$ cat src/rtl/core/dgbq_pkg.sv
// Shared types and constants for the distance grid query block.
// No dependencies.
`timescale 1ns / 1ps

package dgbq_pkg;

    localparam int CFG_IDX_W = 3;
    localparam int QDEPTH    = 4;

    localparam logic [CFG_IDX_W-1:0] CFG_ORIGIN_X = 3'd0;
    localparam logic [CFG_IDX_W-1:0] CFG_ORIGIN_Y = 3'd1;
    localparam logic [CFG_IDX_W-1:0] CFG_INV_RES  = 3'd2;
    localparam logic [CFG_IDX_W-1:0] CFG_WIDTH    = 3'd3;
    localparam logic [CFG_IDX_W-1:0] CFG_HEIGHT   = 3'd4;

    localparam logic [15:0] INV_RES_RST = 16'd256;
    localparam logic [6:0]  GRID_DIM_RST = 7'd64;

    typedef enum logic [1:0] {
        OP_WRITE,
        OP_QUERY,
        OP_MISS
    } t_op;

    typedef enum logic [2:0] {
        BS_IDLE,
        BS_LOAD,
        BS_READ,
        BS_MUL1,
        BS_MUL2,
        BS_DONE
    } t_bstate;

    typedef struct packed {
        logic signed [15:0] origin_x;
        logic signed [15:0] origin_y;
        logic [15:0]        inv_resolution;
        logic [6:0]         grid_width;
        logic [6:0]         grid_height;
    } t_cfg;

endpackage

$ cat src/rtl/core/dgbq_fifo.sv
// Small queue between front and back ends.
// Depends on dgbq_pkg for the default depth QDEPTH.
`timescale 1ns / 1ps

module dgbq_fifo import dgbq_pkg::*; #(
    parameter int DW    = 46,
    parameter int DEPTH = QDEPTH
) (
    input  logic          i_clk,
    input  logic          i_rst_n,
    input  logic          i_push,
    input  logic [DW-1:0] i_data,
    input  logic          i_pop,
    output logic [DW-1:0] o_data,
    output logic          o_full,
    output logic          o_empty
);

    localparam int PW = (DEPTH > 1) ? $clog2(DEPTH) : 1;
    localparam int CW = $clog2(DEPTH + 1);

    logic [DW-1:0] r_mem [DEPTH];
    logic [PW-1:0] r_wp, r_rp;
    logic [CW-1:0] r_cnt;

    assign o_full  = (32'(r_cnt) == DEPTH);
    assign o_empty = (r_cnt == '0);
    assign o_data  = r_mem[r_rp];

    always_ff @(posedge i_clk) begin
        if (!i_rst_n) begin
            r_wp  <= '0;
            r_rp  <= '0;
            r_cnt <= '0;
        end else begin
            if (i_push) begin
                r_wp <= (32'(r_wp) == DEPTH - 1) ? '0 : r_wp + 1'b1;
            end
            if (i_pop) begin
                r_rp <= (32'(r_rp) == DEPTH - 1) ? '0 : r_rp + 1'b1;
            end
            r_cnt <= r_cnt + CW'(i_push) - CW'(i_pop);
        end
    end

    always_ff @(posedge i_clk) begin
        if (i_push) begin
            r_mem[r_wp] <= i_data;
        end
    end

endmodule

$ cat config.mk
export PLATFORM = sky130hd
export DESIGN_NAME = dgbq_fifo
export DESIGN_NICKNAME = d
export VERILOG_FILES = /design/src/rtl/core/dgbq_pkg.sv /design/src/rtl/core/dgbq_fifo.sv
export SDC_FILE = /design/constraint.sdc
export NUM_CORES = 1
export LEC_CHECK = 0
export BUFFER_PORTS_ARGS = -buffer_cell sky130_fd_sc_hd__buf_2
export CORE_AREA = 2 2 134 136
export CTS_BUF_LIST = sky130_fd_sc_hd__clkbuf_16
export CTS_CLUSTER_DIAMETER = 80
export DETAILED_ROUTE_END_ITERATION = 10
export DIE_AREA = 0 0 136 138
export PLACE_DENSITY = 0.67
export REMOVE_ABC_BUFFERS = 1
export SLEW_MARGIN = 10
export SYNTH_ARGS = -nofsm -noshare
export SYNTH_HDL_FRONTEND = slang
export SYNTH_SLANG_ARGS = --single-unit
$ cat constraint.sdc
create_clock -name i_clk -period 2.1 [get_ports i_clk]
set_input_delay 0.21 -clock i_clk [delete_from_list [all_inputs] [get_ports i_clk]]
set_output_delay 0.21 -clock i_clk [all_outputs]
set_load 0.005 [all_outputs]
### Yosys cells after proc, flatten, opt, wreduce, memory -nomap -nowiden

Memory sizes are Yosys's and may differ from the RTL's. A register that Yosys moved wholly into a read port is not among the register bits.
Cells that the tools add are included.

* $add $sub $neg: 4
* equal/unequal tests: 3
* mux-type cells: 6
* reduce and logical (&&, ||, !) cells: 1

Operators by type and width (number)
* two-way mux 2 bit: 4
* adder 2 x 1 -> 2 bit (second input constant): 2
* equality test 2 bit (second input constant): 2
* adder 3 x 1 -> 3 bit: 1
* equality test 3 bit (second input constant): 1
* logical NOT 3 bit: 1
* subtractor 3 x 1 -> 3 bit: 1
* two-way mux 1 bit: 2

* word-level logic and storage cells: 18
* RAM bits: 184
* input port bits: 50
* memories: 1
* register bits after elaboration: 7

Memory list
* r_mem: words 4, width 46, read ports 1, clocked after memory_dff 1, write ports 1, RTL line dgbq_fifo.sv:22 `logic [DW-1:0] r_mem [DEPTH];`

### Logic depth before layout (Yosys ltp)

Gate-level depths: netlist of run 1.

* word-level depth: 4
* mapped depth: 7
* depth with buffers taken out: 7

### Worst setup path after synthesis of run 1

Ideal clock, no wire load.

* path type: register to register
* start point: register r_wp[0]
* end point: memory r_mem[2][0] (enable)
* arrival time: 1.641 ns
* cell stages (with the launch flop): 4
* period minus slack after synthesis: 2.049 ns
* setup time: 0.408 ns
* path slack: 0.051 ns
* path through: dfxtp_1 > inv_1 > ha_1 > and2_1

RTL lines
* from (decl): RTL line dgbq_fifo.sv:23 `logic [PW-1:0] r_wp, r_rp;`
* from (signal assigned): RTL line dgbq_fifo.sv:37 `r_wp <= (32'(r_wp) == DEPTH - 1) ? '0 : r_wp + 1'b1;`
* to (decl): RTL line dgbq_fifo.sv:22

No word-level cell before the write port.

==> flow_metrics.tcl, run 1 <==
set metrics [dict create \
    status "finished, final reports clean" \
    setup_ws_ps 96.7 \
    fin_skew_ps 7.80 \
    fin_crit_sh_pct 95.4 \
    totalWireLength_mm 12.7 \
    antenna_left 0 \
    yosysWarnings 0 \
    r2r-start "r_cnt[0]$_SDFF_PN0_" \
    critPathRequiredTime_ps 1890 \
    die_width_um 136 \
    cp-end-kind "primary output" \
    fin_area_sq_um 9020 \
    relSlewSlack_pct 69.2 \
    grt_overflow 0 \
    grt_pass1_vias 3679 \
    rows 49 \
    mostFrequentLayoutCells "edfxtp_1, buf_2, dlygate4sd3_1" \
    cts_buffer_depth 2 \
    port_buffers 97 \
    preCtsSetupSlack_ps 360 \
    placedCellCount 613 \
    fin_cells 694 \
    drt_iter0_drc 183 \
    cts_made_buffers 17 \
    wl_per_cell_um 18.3 \
    mostFrequentLayoutCell "edfxtp_1" \
    fp.dieH_um 138 \
    hold_start "i_pop" \
    root_buffer "clkbuf_16" \
    max_cap_violations 0 \
    cts_tree "done" \
    rsz0062_at_grt "no" \
    slew_viol_final 0 \
    fin_nets 510 \
    yosysSeqAreaShare_pct 79.7 \
    grt_max_degree 29 \
    layout-drive-gt1-share_pct 40.4 \
    grt_pass1_wl_mm 19.7 \
    antenna_found_initial 0 \
    reg2reg_slack_ps 360 \
    tightest_slew_ps 462 \
    hold_ws_ps 135 \
    placed_area_sq_um 7960 \
    via_per_inst 4.88 \
    cts.sink_count 193 \
    clk_pin_slew_ps 70 \
    critPathMaxFanout 19 \
    synth_seq_cells 193 \
    netlist-cell-type-count 20 \
    leakage_nw 3.14 \
    initial_core_util_pct 40.8 \
    grtUsageTotal_pct 14.4 \
    power.density_nw_per_um2 920 \
    cp-start-kind "register" \
    vias 3387 \
    syn_area_sq_um 7160 \
    area_growth_syn_to_layout_pct 26.0 \
    critical_path_class "reg2out" \
    drcViolationCount 0 \
    post-route-util_pct 51.4 \
    arrival_ps 1790 \
    syn_inst 284 \
    io_pins 98 \
    insertion_delay_ps 430 \
    fmax_mhz 499 \
    dieArea_sq_um 18800 \
    period_minus_slack_ps 2000 \
    antenna_cells 0 \
    syn_area_per_cell_sq_um 25.2 \
    dp_hpwl_mm 7.66 \
    drt_first_pass_iters 4 \
    setup_viol 0 \
    core_area_sq_um 17500 \
    vdd_ir_drop_max_mv 0.577 \
    htreeDepth 4 \
    gp_congestion 0.658 \
    hold_class "in2reg" \
    hold_viol 0 \
]
[worst max-delay path, stage by stage, from the launching register on]
cell     delay, ps
dfxtp_4        430
buf_12         210
mux4_1         560
buf_2          140
[cell usage after synthesis, drive strengths merged]
master	count	area (sq um)
nor2	3	11.3
dfxtp	9	180
nand2b	2	12.5
ha	7	87.6
fa	1	20.0
a21oi	2	10.0
and3	1	6.26
edfxtp	184	5530
mux4	46	1060
buf	9	111
and2	6	37.5
xor3	1	23.8
or3b	2	17.5
inv	7	26.3
nor3	1	5.00
mux2i	2	20.0
clkbuf	1	5.00
[where the power goes]
part | internal [mW] | switching [mW]
registers | 4.39 | 0.0508
logic | 0.429 | 0.352
clock network | 1.74 | 1.33
total | 6.56 | 1.74
[final timing paths]
kind         cells past startpoint                  end
min reg2reg                      2             register
max                              3           o_data[41]
min                              3             register
max reg2reg                      7  r_cnt[2]$_SDFF_PN0_
[registers in the layout (all words and copies together), names as in the netlist, named ones only]
name and flops:
r_wp 2, r_rp 2, r_mem 184, r_cnt 3
[layer usage]
metal	vias to the layer above	track usage [%]	wire, um
li1	1536	-	-
met1	1750	18.6	5530
met2	84	23.2	6400
met3	17	4.40	551
met4	0	5.10	186
met5	-	0	0
[timing repair]
action	in CTS	in global routing
gates resized for setup	1	0
endpoints found under the setup margin	13	0
hold endpoints to repair	185	0
buffers inserted	2	0
hold buffers	47	0
[logic make-up after synthesis]
kind of cell	share of synthesized area [%]
adder cells (fa/ha/maj)	1.50
AND/OR/NAND/NOR	1.26
XOR/XNOR	0.332
buffers and inverters	1.99
AO/OA/AOI/OAI	0.140
multiplexers	15.1
flip-flops	79.7
[cell type report]
class                   instances  area [sq um]
clock buffers                  17           425
clock inverters                15           145
fillers                      1445          8520
inverters                       7          26.3
multi-input cells              74          1320
flip-flops and latches        193          5710
well taps                     229           287
repair buffers                159          1110
[metrics by stage]
stage | setup TNS, ps | power (mW)
floorplan | -32780 | 4.90
finish | 0 | 8.30
global route | 0 | 8.60
global placement | 0 | 5.22
CTS | 0 | 8.40
detailed placement | 0 | 5.25
Power figures use the tool's default switching activity.
==> run 2, diff against run 1 <==
--- a/config.mk
+++ b/config.mk
@@ -6,12 +6,12 @@
 export NUM_CORES = 1
 export LEC_CHECK = 0
 export BUFFER_PORTS_ARGS = -buffer_cell sky130_fd_sc_hd__buf_2
-export CORE_AREA = 2 2 134 136
+export CORE_AREA = 2 2 130 132
 export CTS_BUF_LIST = sky130_fd_sc_hd__clkbuf_16
 export CTS_CLUSTER_DIAMETER = 80
 export DETAILED_ROUTE_END_ITERATION = 10
-export DIE_AREA = 0 0 136 138
-export PLACE_DENSITY = 0.67
+export DIE_AREA = 0 0 132 134
+export PLACE_DENSITY = 0.7
 export REMOVE_ABC_BUFFERS = 1
 export SLEW_MARGIN = 10
 export SYNTH_ARGS = -nofsm -noshare
==> run 2 against run 1 <==
  * Clock power fell by 6.8%
  * Non-clock buffer count fell by 16
  * Sequential share of layout area rose by 0.91 points
  * Largest power group unchanged
  * Global-route usage rose by 0.22 points
  * Largest cell class unchanged
  * Setup slack improved by 26 ps
  * Via count fell by 0.56%
  * Final area fell by 1.4%
  * Flip-flop and latch count did not move
  * Die area fell by 5.8%
  * Core utilization rose by 3.1 points
  * Register-to-register slack got worse by 20 ps
==> flow_metrics.tcl, run 2 (synthesis gave the netlist of run 1 again) <==
set metrics [dict create \
    grt_max_degree 28 \
    hold_class "in2reg" \
    antenna_left 0 \
    area_growth_syn_to_layout_pct 24.2 \
    crit_path_max_incr_delay_ps 580 \
    initial_core_util_pct 43.9 \
    reg2reg_slack_ps 340 \
    io_pins 98 \
    cts_resized 0 \
    die_width_um 132 \
    status "finished, final reports clean" \
    fin_crit_sh_pct 94.1 \
    vdd_ir_drop_max_mv 0.523 \
    internal-power_mw 6.41 \
    clk_pin_slew_ps 60 \
    mostFrequentLayoutCell "edfxtp_1" \
    cts.sink_count 193 \
    dp_hpwl_mm 7.55 \
    p_seq_share_pct 54.9 \
    antenna_cells 0 \
    drt_iter0_drc 200 \
    rows 47 \
    relSlewSlack_pct 70.6 \
    period_minus_slack_ps 1980 \
    insertion_delay_ps 410 \
    fin_nets 494 \
    dieArea_sq_um 17700 \
    cts_buffer_depth 2 \
    fin_skew_ps 8.11 \
    setup_viol 0 \
    drcViolationCount 0 \
    fp.dieH_um 134 \
    crit_slowest_cell "mux4_1" \
    rsz0062_at_grt "no" \
    clkPwrFrac_pct 35.5 \
    antenna_found_initial 1 \
    worstReg2RegEnd "r_cnt[2]$_SDFF_PN0_" \
    vias 3368 \
    fin_cells 668 \
    switchingPower_mw 1.68 \
    fmax_mhz 506 \
    rr_worst_depth 7 \
    port_buffers 97 \
    htreeDepth 4 \
    tightest_slew_ps 441 \
    cp-end-kind "primary output" \
    swShare_pct 20.7 \
    grtUsageTotal_pct 14.6 \
    placedCellCount 603 \
    totalWireLength_mm 12.4 \
    top_regs "r_mem (184), r_cnt (3)" \
    slew_viol_final 0 \
    grt_pass1_vias 3710 \
    mostFrequentLayoutCells "edfxtp_1, buf_2, mux4_2" \
    critical_path.cell_chain "buf_12, mux4_1, buf_2" \
    holdPathStages 1 \
    r2r-start "r_cnt[0]$_SDFF_PN0_" \
    wl_per_cell_um 18.6 \
    via_per_inst 5.04 \
    cpLargestDelayFamily "multiplexers" \
    grt_pass1_wl_mm 19.2 \
    hold_viol 0 \
    largest_reg_flops 184 \
    core_area_sq_um 16300 \
    cts_made_buffers 17 \
    power.density_nw_per_um2 910 \
    critPathRequiredTime_ps 1890 \
    path_buf_inv 2 \
    p_total_mw 8.09 \
    leakage_nw 3.08 \
    arrival_ps 1770 \
    critPathMaxFanout 17 \
    critical_path_class "reg2out" \
    hold_start "i_data[2]" \
    layout-drive-gt1-share_pct 41.5 \
    grt_overflow 0 \
    cts_tree "done" \
    root_buffer "clkbuf_16" \
    drt_first_pass_iters 4 \
    power_frac_comb_pct 9.6 \
    gp_congestion 0.690 \
    max_cap_violations 0 \
    cp-start-kind "register" \
    regMostFlops "r_mem" \
    whs_endpoint "r_mem[3][2]$_DFFE_PP_" \
]
==> run 2: cell count changes in the layout (fill, tap and decap cells not counted), sizes merged <==
cell / delta
buf: -1
bufinv: -1
clkinv: +3
clkinvlp: -2
dlygate4sd3: -15
inv: -1
==> run 2: what timing repair did <==
item	CTS	global route
hold buffers	32	0
buffers inserted	2	0
setup endpoints to repair	19	0
endpoints found under the hold margin	126	0
==> run 2: per-layer routing <==
layer	track usage (%)	share of wire [%]	vias up
met4	5.01	1.3	0
met1	17.9	42	1764
met5	0	0	-
met2	24.9	52	90
met3	4.50	5.0	13
li1	-	-	1501
==> run 2: metrics by stage <==
step	utilization (%)	setup slack [ps]	TNS (ps)	instance area, sq um	hold slack, ps
detailed placement	49.3	335	0	8030	427
finish	54.6	123	0	8890	22.2
global placement	49.3	388	0	8030	418
floorplan	-	-759	-32780	7040	309
global route	54.6	50.3	0	8890	6.52
CTS	54.6	82.7	0	8890	0.249
==> run 2: how the worst max path moves through the flow <==
stage	startpoint	depth (start not counted)	slack [ps]	to
finish	register	3	120	o_data[37]
detailed placement	r_cnt[0]$_SDFF_PN0_	7	340	r_cnt[2]$_SDFF_PN0_
CTS	register	3	80	o_data[37]
floorplan	register	1	-760	o_data[36]
global placement	r_cnt[0]$_SDFF_PN0_	7	390	r_cnt[2]$_SDFF_PN0_
global route	register	3	50	o_data[45]
==> run 2: layout make-up <==
type	instances	area, sq um
multi-input cells	74	1320
clock buffers	17	425
well taps	220	275
clock inverters	14	103
flip-flops and latches	193	5710
inverters	7	26.3
fillers	1234	7400
repair buffers	143	1040
==> run 2: power groups by stage <==
stage	combinational [mW]	clock [mW]	sequential, mW
after floorplan	0.347	0	4.55
after global placement	0.709	0	4.52
after detailed placement	0.726	0	4.53
after CTS	0.792	2.95	4.44
after global routing	0.846	3.09	4.45
final	0.777	2.87	4.44
