==> config.mk <==
export PLATFORM = sky130hd
export DESIGN_NAME = dgbq_front_flat
export DESIGN_NICKNAME = d
export VERILOG_FILES = /design/src/rtl/core/dgbq_pkg.sv /design/src/rtl/core/dgbq_if.sv /design/src/rtl/core/dgbq_front.sv /design/src/flat_wrapper.sv
export SDC_FILE = /design/constraint.sdc
export NUM_CORES = 2
export LEC_CHECK = 0
export BUFFER_PORTS_ARGS = -buffer_cell sky130_fd_sc_hd__buf_2
export CORE_ASPECT_RATIO = 1.75
export CORE_UTILIZATION = 50
export CTS_CLUSTER_SIZE = 8
export DETAILED_ROUTE_END_ITERATION = 7
export MAX_ROUTING_LAYER = met4
export PLACE_DENSITY = 0.68
export SYNTH_ARGS = -nofsm -noshare
export SYNTH_HDL_FRONTEND = slang
export SYNTH_SLANG_ARGS = --single-unit
==> constraint.sdc <==
create_clock -name i_clk -period 8.84 [get_ports i_clk]
set_input_delay 1.768 -clock i_clk [delete_from_list [all_inputs] [get_ports i_clk]]
set_output_delay 1.768 -clock i_clk [all_outputs]
set_load 0.01 [all_outputs]
==> src/rtl/core/dgbq_pkg.sv <==
// Shared types and constants for the distance grid query block.
// No dependencies.
`timescale 1ns / 1ps

package dgbq_pkg;

    localparam int CFG_IDX_W = 3;
    localparam int QDEPTH    = 4;

    localparam logic [CFG_IDX_W-1:0] CFG_ORIGIN_X = 3'd0;
    localparam logic [CFG_IDX_W-1:0] CFG_ORIGIN_Y = 3'd1;
    localparam logic [CFG_IDX_W-1:0] CFG_INV_RES  = 3'd2;
    localparam logic [CFG_IDX_W-1:0] CFG_WIDTH    = 3'd3;
    localparam logic [CFG_IDX_W-1:0] CFG_HEIGHT   = 3'd4;

    localparam logic [15:0] INV_RES_RST = 16'd256;
    localparam logic [6:0]  GRID_DIM_RST = 7'd64;

    typedef enum logic [1:0] {
        OP_WRITE,
        OP_QUERY,
        OP_MISS
    } t_op;

    typedef enum logic [2:0] {
        BS_IDLE,
        BS_LOAD,
        BS_READ,
        BS_MUL1,
        BS_MUL2,
        BS_DONE
    } t_bstate;

    typedef struct packed {
        logic signed [15:0] origin_x;
        logic signed [15:0] origin_y;
        logic [15:0]        inv_resolution;
        logic [6:0]         grid_width;
        logic [6:0]         grid_height;
    } t_cfg;

endpackage

==> src/rtl/core/dgbq_if.sv <==
// Request and result channel interfaces of the distance grid query block.
// No dependencies.
`timescale 1ns / 1ps

interface dgbq_in_if;
    logic               valid;
    logic               ready;
    logic               mode;
    logic [5:0]         cell_x;
    logic [5:0]         cell_y;
    logic signed [15:0] cell_value;
    logic signed [15:0] pos_x;
    logic signed [15:0] pos_y;

    modport source (output valid, mode, cell_x, cell_y, cell_value, pos_x, pos_y,
                    input ready);
    modport sink   (input valid, mode, cell_x, cell_y, cell_value, pos_x, pos_y,
                    output ready);
endinterface


==> src/rtl/core/dgbq_front.sv <==
// Front end: takes requests, maps query positions to grid units and classifies.
// Depends on dgbq_pkg and dgbq_in_if.
`timescale 1ns / 1ps

module dgbq_front import dgbq_pkg::*; #(
    parameter int GRID_MAX  = 64,
    parameter int FRAC_BITS = 8,
    parameter int AW        = 12,
    parameter int EW        = 46
) (
    input  logic           i_clk,
    input  logic           i_rst_n,
    dgbq_in_if.sink        i_req,
    input  t_cfg           i_cfg,
    input  logic           i_full,
    output logic           o_push,
    output logic [EW-1:0]  o_ent
);

    localparam int F  = FRAC_BITS;
    localparam int UW = 34;
    localparam int XW = UW - 2 * F;
    localparam logic signed [UW-1:0] HALF = UW'(1) << (2 * F - 1);

    typedef struct packed {
        t_op                op;
        logic [AW-1:0]      addr;
        logic signed [15:0] wdata;
        logic [F-1:0]       a;
        logic [F-1:0]       b;
    } t_ent;

    logic               r_s1_vld, r_s2_vld;
    logic               r_s1_mode, r_s2_mode;
    logic [5:0]         r_s1_cx, r_s1_cy, r_s2_cx, r_s2_cy;
    logic signed [15:0] r_s1_val, r_s2_val;
    logic signed [16:0] r_s1_dx, r_s1_dy;
    logic signed [UW-1:0] r_s2_u, r_s2_v;

    logic               stall;
    logic signed [16:0] n_dx, n_dy;
    logic signed [UW-1:0] prod_x, prod_y;
    logic [XW-1:0]      x0, y0;
    logic [8:0]         w_eff, h_eff;
    logic               miss, keep;
    t_ent               ent;

    assign stall       = r_s2_vld && i_full;
    assign i_req.ready = !stall;

    assign n_dx = {i_req.pos_x[15], i_req.pos_x} - {i_cfg.origin_x[15], i_cfg.origin_x};
    assign n_dy = {i_req.pos_y[15], i_req.pos_y} - {i_cfg.origin_y[15], i_cfg.origin_y};

    assign prod_x = r_s1_dx * $signed({1'b0, i_cfg.inv_resolution});
    assign prod_y = r_s1_dy * $signed({1'b0, i_cfg.inv_resolution});

    always_ff @(posedge i_clk) begin
        if (!i_rst_n) begin
            r_s1_vld <= 1'b0;
            r_s2_vld <= 1'b0;
        end else if (!stall) begin
            r_s1_vld <= i_req.valid;
            r_s2_vld <= r_s1_vld;
        end
    end

    always_ff @(posedge i_clk) begin
        if (!stall) begin
            r_s1_mode <= i_req.mode;
            r_s1_cx   <= i_req.cell_x;
            r_s1_cy   <= i_req.cell_y;
            r_s1_val  <= i_req.cell_value;
            r_s1_dx   <= n_dx;
            r_s1_dy   <= n_dy;
            r_s2_mode <= r_s1_mode;
            r_s2_cx   <= r_s1_cx;
            r_s2_cy   <= r_s1_cy;
            r_s2_val  <= r_s1_val;
            r_s2_u    <= prod_x - HALF;
            r_s2_v    <= prod_y - HALF;
        end
    end

    // in-range test: u, v >= 0 and x0 + 1 < W, y0 + 1 < H
    always_comb begin
        x0    = r_s2_u[UW-1:2*F];
        y0    = r_s2_v[UW-1:2*F];
        w_eff = (32'(i_cfg.grid_width) < GRID_MAX) ? 9'(i_cfg.grid_width) : 9'(GRID_MAX);
        h_eff = (32'(i_cfg.grid_height) < GRID_MAX) ? 9'(i_cfg.grid_height) : 9'(GRID_MAX);
        miss  = r_s2_u[UW-1] || r_s2_v[UW-1]
             || (32'(x0) + 32'd1 >= 32'(w_eff))
             || (32'(y0) + 32'd1 >= 32'(h_eff));
        keep  = r_s2_mode || ((32'(r_s2_cx) < GRID_MAX) && (32'(r_s2_cy) < GRID_MAX));

        ent.wdata = r_s2_val;
        ent.a     = r_s2_u[2*F-1:F];
        ent.b     = r_s2_v[2*F-1:F];
        if (!r_s2_mode) begin
            ent.op   = OP_WRITE;
            ent.addr = AW'(32'(r_s2_cy) * GRID_MAX + 32'(r_s2_cx));
        end else begin
            ent.op   = miss ? OP_MISS : OP_QUERY;
            ent.addr = AW'(32'(y0) * GRID_MAX + 32'(x0));
        end
    end

    assign o_push = r_s2_vld && !i_full && keep;
    assign o_ent  = ent;

endmodule

==> src/flat_wrapper.sv <==
// flat-port wrapper written by rule: the top's interface ports become plain ports
module dgbq_front_flat import dgbq_pkg::*;
#(
    parameter int GRID_MAX  = 64,
    parameter int FRAC_BITS = 8,
    parameter int AW        = 12,
    parameter int EW        = 46
)
  (i_clk, i_rst_n, i_cfg, i_full, o_push, o_ent, i_req_valid, i_req_mode, i_req_cell_x, i_req_cell_y, i_req_cell_value, i_req_pos_x, i_req_pos_y, i_req_ready);
  dgbq_in_if i_req_i ();
  input  logic i_clk;
  input  logic i_rst_n;
  input  t_cfg i_cfg;
  input  logic i_full;
  output logic o_push;
  output logic [EW-1:0] o_ent;
  input wire logic [$bits(i_req_i.valid)-1:0] i_req_valid;
  input wire logic [$bits(i_req_i.mode)-1:0] i_req_mode;
  input wire logic [$bits(i_req_i.cell_x)-1:0] i_req_cell_x;
  input wire logic [$bits(i_req_i.cell_y)-1:0] i_req_cell_y;
  input wire logic [$bits(i_req_i.cell_value)-1:0] i_req_cell_value;
  input wire logic [$bits(i_req_i.pos_x)-1:0] i_req_pos_x;
  input wire logic [$bits(i_req_i.pos_y)-1:0] i_req_pos_y;
  output wire logic [$bits(i_req_i.ready)-1:0] i_req_ready;
  assign i_req_i.valid = i_req_valid;
  assign i_req_i.mode = i_req_mode;
  assign i_req_i.cell_x = i_req_cell_x;
  assign i_req_i.cell_y = i_req_cell_y;
  assign i_req_i.cell_value = i_req_cell_value;
  assign i_req_i.pos_x = i_req_pos_x;
  assign i_req_i.pos_y = i_req_pos_y;
  assign i_req_ready = i_req_i.ready;
  dgbq_front #(.GRID_MAX(GRID_MAX), .FRAC_BITS(FRAC_BITS), .AW(AW), .EW(EW)) u_core (.i_clk(i_clk), .i_rst_n(i_rst_n), .i_req(i_req_i), .i_cfg(i_cfg), .i_full(i_full), .o_push(o_push), .o_ent(o_ent));
endmodule
======== After elaboration in Yosys (flattened, before gate mapping) ========
Cells that the tools add are included.
storage, ports and cells
  register bits after elaboration ......... 162
  bits in latches ......................... 0
  bits in writable memories ............... 0
  memory bits (read-only) ................. 0
  input port bits ......................... 127
  output and inout bits ................... 48
  memories kept ........................... 0
cells by class
  add/sub/neg operators ................... 8
  multiply operators ...................... 2
  div/mod/pow operators ................... 0
  $lt $le $gt $ge ......................... 4
  equality and inequality tests ........... 0
  shift operators ......................... 0
  mux-type cells .......................... 4
  bitwise gates (word level) .............. 0
  reductions and logical operators ........ 7
operator list
  cell                      number
  $mul A17 B17 Y34          2
  $sub A34 B17 Y34 const B  2
  $ge A32 B9 Y1             2
  $add A18 B1 Y19 const B   2
  $sub A16 B16 Y17          2
  $lt A7 B7 Y1 const B      2
  $mux W14                  1
  $mux W7                   2
  $add A12 B12 Y12          1
  $add A12 B6 Y12           1
  $logic_or A1 B1 Y1        3
  $logic_and A1 B1 Y1       2
  $logic_not A1 Y1          2
  $mux W2                   1

======== Depth between registers and ports, before layout ========
  depth in word-level cells ............... 7
  gate-level depth with buffers ........... 25
  gate-level depth less buffers ........... 24

======== Worst setup path before layout ========
OpenSTA, ideal clock, no wires.
  path kind ............................... input to register
  start point ............................. input i_cfg[17] in the netlist's numbering
  end point ............................... register u_core.r_s2_u[33] (data pin)
  arrival time ............................ 7,463 ps
  path slack .............................. 1,118 ps
  stages on the path ...................... 21
  cell sequence ........................... clkbuf_1 -> nand2_1 -> fa_1 -> inv_1 -> fa_1 -> fa_1 -> fa_1 -> fa_1 -> inv_1 -> fa_1 -> inv_1 -> ha_1 -> a21o_1 -> a21oi_1 -> o21ai_0 -> a21oi_1 -> nand2_1 -> o221a_2 -> a21o_2 -> a21oi_2 -> xnor2_1
between the ends
  cells in the longest elaborated chain, start to end .. 2
ends and longest elaborated chain
  element               RTL line            RTL
  start, declared       flat_wrapper.sv:13  input t_cfg i_cfg;
  $mul A17 B17 Y34      dgbq_front.sv:54    assign prod_x = r_s1_dx * $signed({1'b0, i_cfg.inv_resolution});
  $sub A34 B17 Y34      dgbq_front.sv:79    r_s2_u <= prod_x - HALF;
  end signal, assigned  dgbq_front.sv:79
  end, declared         dgbq_front.sv:38    logic signed [UW-1:0] r_s2_u, r_s2_v;
Every way passes these cells.
A chain may end at the register's enable or synchronous reset.

======== Worst setup path in the final report ========
  start point ............................. input i_cfg[23] in the netlist's numbering
  end point ............................... register u_core.r_s2_u[33] (data pin)
Same word-level chain as after synthesis.

==> reports/metrics.csv <==
stage,metric,value,unit
status,status,finished clean,
timing,fin_worst_skew,0.0118,ns
placed_design,numPortBuffers,174,
min_path,hp-class,reg2reg,
routing,wl_per_cell,17.5,um
critical_path,cp_common_cell,fa_1,
critical_path,setup.worst_path.start,i_cfg[23],
routing,first_iter_violations,885,
clock_network,htree_levels,4,
timing,period_needed,7.74,ns
timing,setup_violations,0,
critical_path,crit_buf_inv,4,
timing,maxSlewViolCount,0,
clock_network,cts_root_buf,clkbuf_16,
clock_network,post_cts_buffers,0,
logic_synthesis,synth_area,28100,um2
routing,dr.pass1.iters,5,
critical_path,startpoint_type,primary input,
routing,route.met3.wl,2390,um
logic_synthesis,ys_seq_area_share,15.6,%
grt,track_usage,25.4,%
clock_network,numCtsBuffers,17,
critical_path,r2r_start,u_core.r_s1_dx[16],
routing,drc_errors,0,
routing,via_count,19438,
logic_synthesis,yosys-top-cells-area,"fa_1 (41%), edfxtp_1 (15%), inv_1 (11%), ha_1 (9.3%), and2_1 (5.5%)",
timing,rsz0062_at_grt,false,
timing,hold_viol,0,
clock_network,postCtsHoldBufs,0,
timing,tightestPinTransition,0.908,ns
final_layout,drive_above_1_share,8.71,%
timing,maxSlewHeadroom,39.5,%
clock_network,cts_num_sinks,146,
logic_synthesis,synth_nets,3793,
logic_synthesis,synth_enable_flop_cells,144,
die,start_util,50.7,%
final_layout,final_common_cell,inv_1,
timing,tns,0,ns
critical_path,crit_fanout,26,
logic_synthesis,post_synth.cell_area_avg,9.75,um2
logic_synthesis,synth_cell_types,70,
timing,finalCritPeriodShare,87.6,%
clock_network,clk_path_buf_depth,2,
logic_synthesis,ys_warn_count,0,
routing,routed_wl,64700,um
flow_run,cap_violations,0,
die,die_y,315,um
logic_synthesis,synth_area_leader_cell,fa_1,
routing,met2_length,36000,um
critical_path,end_kind,flip-flop,
critical_path,worstPathArrival,7.96,ns
grt,grt_pass1_wl,108000,um
grt,grt_pass1_vias,22323,
clock_network,insertion_delay,0.48,ns
die,rows,114,
routing,ant_nets,0,
critical_path,critical_path_class,in2reg,
placed_design,place_congestion,0.930,
logic_synthesis,async_flop_share,0,%
critical_path,critPathMaxStageDelay,0.57,ns
die,die_area,57100,um2
grt,antenna_found_initial,1,
critical_path,crit_family,adder cells,
critical_path,path_cells,buf_2 -> nand2_1 -> fa_1 -> inv_1 -> fa_1 -> fa_1 -> fa_1 -> fa_1 -> inv_1 -> fa_1 -> inv_1 -> ha_1 -> a21oi_1 -> o21bai_1 -> a21o_1 -> a221oi_2 -> a2111oi_2 -> o221a_2 -> a21o_2 -> a21oi_2 -> xnor2_1,
die,core,55300,um2
clock_network,post_cts_resized,0,
logic_synthesis,yosys_most_used_dff,edfxtp_1,
placed_design,hpwl,53300,um
final_layout,area_delta_synth_final,7.17,%
clock_network,path_clk_slew,0.07,ns
critical_path,crit_path_top_delay_cell,fa_1,
die,io_pins,175,
grt,grt-ovfl-total,0,
routing,wl_met1,21600,um
die,dieWidth,181,um
timing,max_clock_freq,0.129,GHz
min_path,hp-start,u_core.r_s1_val[14],
final_layout,final_cell_mix,"inv_1 (788), fa_1 (580), nand2_1 (343)",
clock_network,cts_tree,done,
routing,top_layer_used,met4,
logic_synthesis,ys_seq_elements,146,
logic_synthesis,netlist_instances,2877,
final_layout,finalNetCount,3901,
critical_path,cp_data_required_time,9.06,ns
logic_synthesis,netlist.area_leader.share,41.4,%
routing,routed_via_density,5.26,
grt,grt_max_degree,69,
[kinds of logic after synthesis]
| logic type | Yosys count | synth area share [%] |
|---|---|---|
| multiplexers | 14 | 0.558 |
| AO/OA/AOI/OAI | 171 | 4.50 |
| flip-flops | 146 | 15.6 |
| XOR/XNOR | 102 | 3.18 |
| buffers and inverters | 890 | 12.1 |
| adder cells (fa/ha/maj) | 789 | 50.7 |
| AND/OR/NAND/NOR | 765 | 13.4 |
[cell type report]
class	count	area, um2
Antenna cell	1	2.50
Clock buffer	17	425
Clock inverter	15	150
Fill cell	4948	25300
Inverter	788	2960
Multi-Input combinational cell	1841	20300
Sequential cell	146	4360
Tap cell	696	871
Timing Repair Buffer	191	998
[state kept, by name, indices dropped and copies added, names as in the netlist]
name and cells:
u_core.r_s1_cy 6, u_core.r_s2_mode 1, u_core.r_s2_v 26, u_core.r_s1_dx 17
u_core.r_s1_mode 1, u_core.r_s1_cx 6, u_core.r_s1_vld 1, u_core.r_s2_vld 1
u_core.r_s2_val 16, u_core.r_s2_cy 6, u_core.r_s2_cx 6, u_core.r_s2_u 26
u_core.r_s1_val 16, u_core.r_s1_dy 17
[path summary, 6_finish.rpt]
kind | to | slack (ns) | cells past startpoint
max reg2reg | u_core.r_s2_u[33] | 1.95 | 20
max | u_core.r_s2_u[33] | 1.10 | 21
min | u_core.r_s2_val[14] | 0.41 | 0
min reg2reg | u_core.r_s2_val[14] | 0.41 | 0
[synthesized netlist by cell type, drive strengths merged (5+ instances only)]
cell type,instances
and2,246
or3,5
o211ai,7
edfxtp,144
clkbuf,85
nand3,23
xnor2,78
a31oi,8
nor2,62
fa,580
a21o,24
o21ai,23
a21boi,6
nand2b,8
inv,788
nor3,23
ha,209
and4,6
xor2,24
buf,17
nand2,344
o21a,14
and3,8
mux2,13
nor2b,16
a21oi,44
nand4,11
[worst register-to-register path, delay by kind of cell, from the launching register on]
| family | cells | cell delay [ns] |
|---|---|---|
| adder cells (fa/ha/maj) | 7 | 3.96 |
| AO/OA/AOI/OAI | 7 | 1.30 |
| flip-flops | 1 | 0.75 |
| AND/OR/NAND/NOR | 2 | 0.33 |
| buffers and inverters | 3 | 0.24 |
| XOR/XNOR | 1 | 0.07 |
[per-layer routing]
layer / track usage, % / up-vias
li1: - / 8728
met1: 24.6 / 9971
met2: 47.3 / 532
met3: 2.81 / 207
met4: 17.0 / 0
met5: - / -
[per-stage QoR]
step                instance area, um2  std cells  worst slack, ns  hold WS [ns]  util [%]
floorplan                        28100       2877             1.12         0.400         -
global placement                 29500       3662            0.751         0.400      53.3
detailed placement               29500       3662            0.626         0.405      53.3
CTS                              30100       3694             1.13         0.404      54.3
global route                     30100       3695            0.714         0.412      54.3
finish                           30100       3695             1.10         0.407      54.3
Power is left out: the tool's default activity adds up to more than one toggle a clock period on the data nets, which glitch-free logic cannot reach.
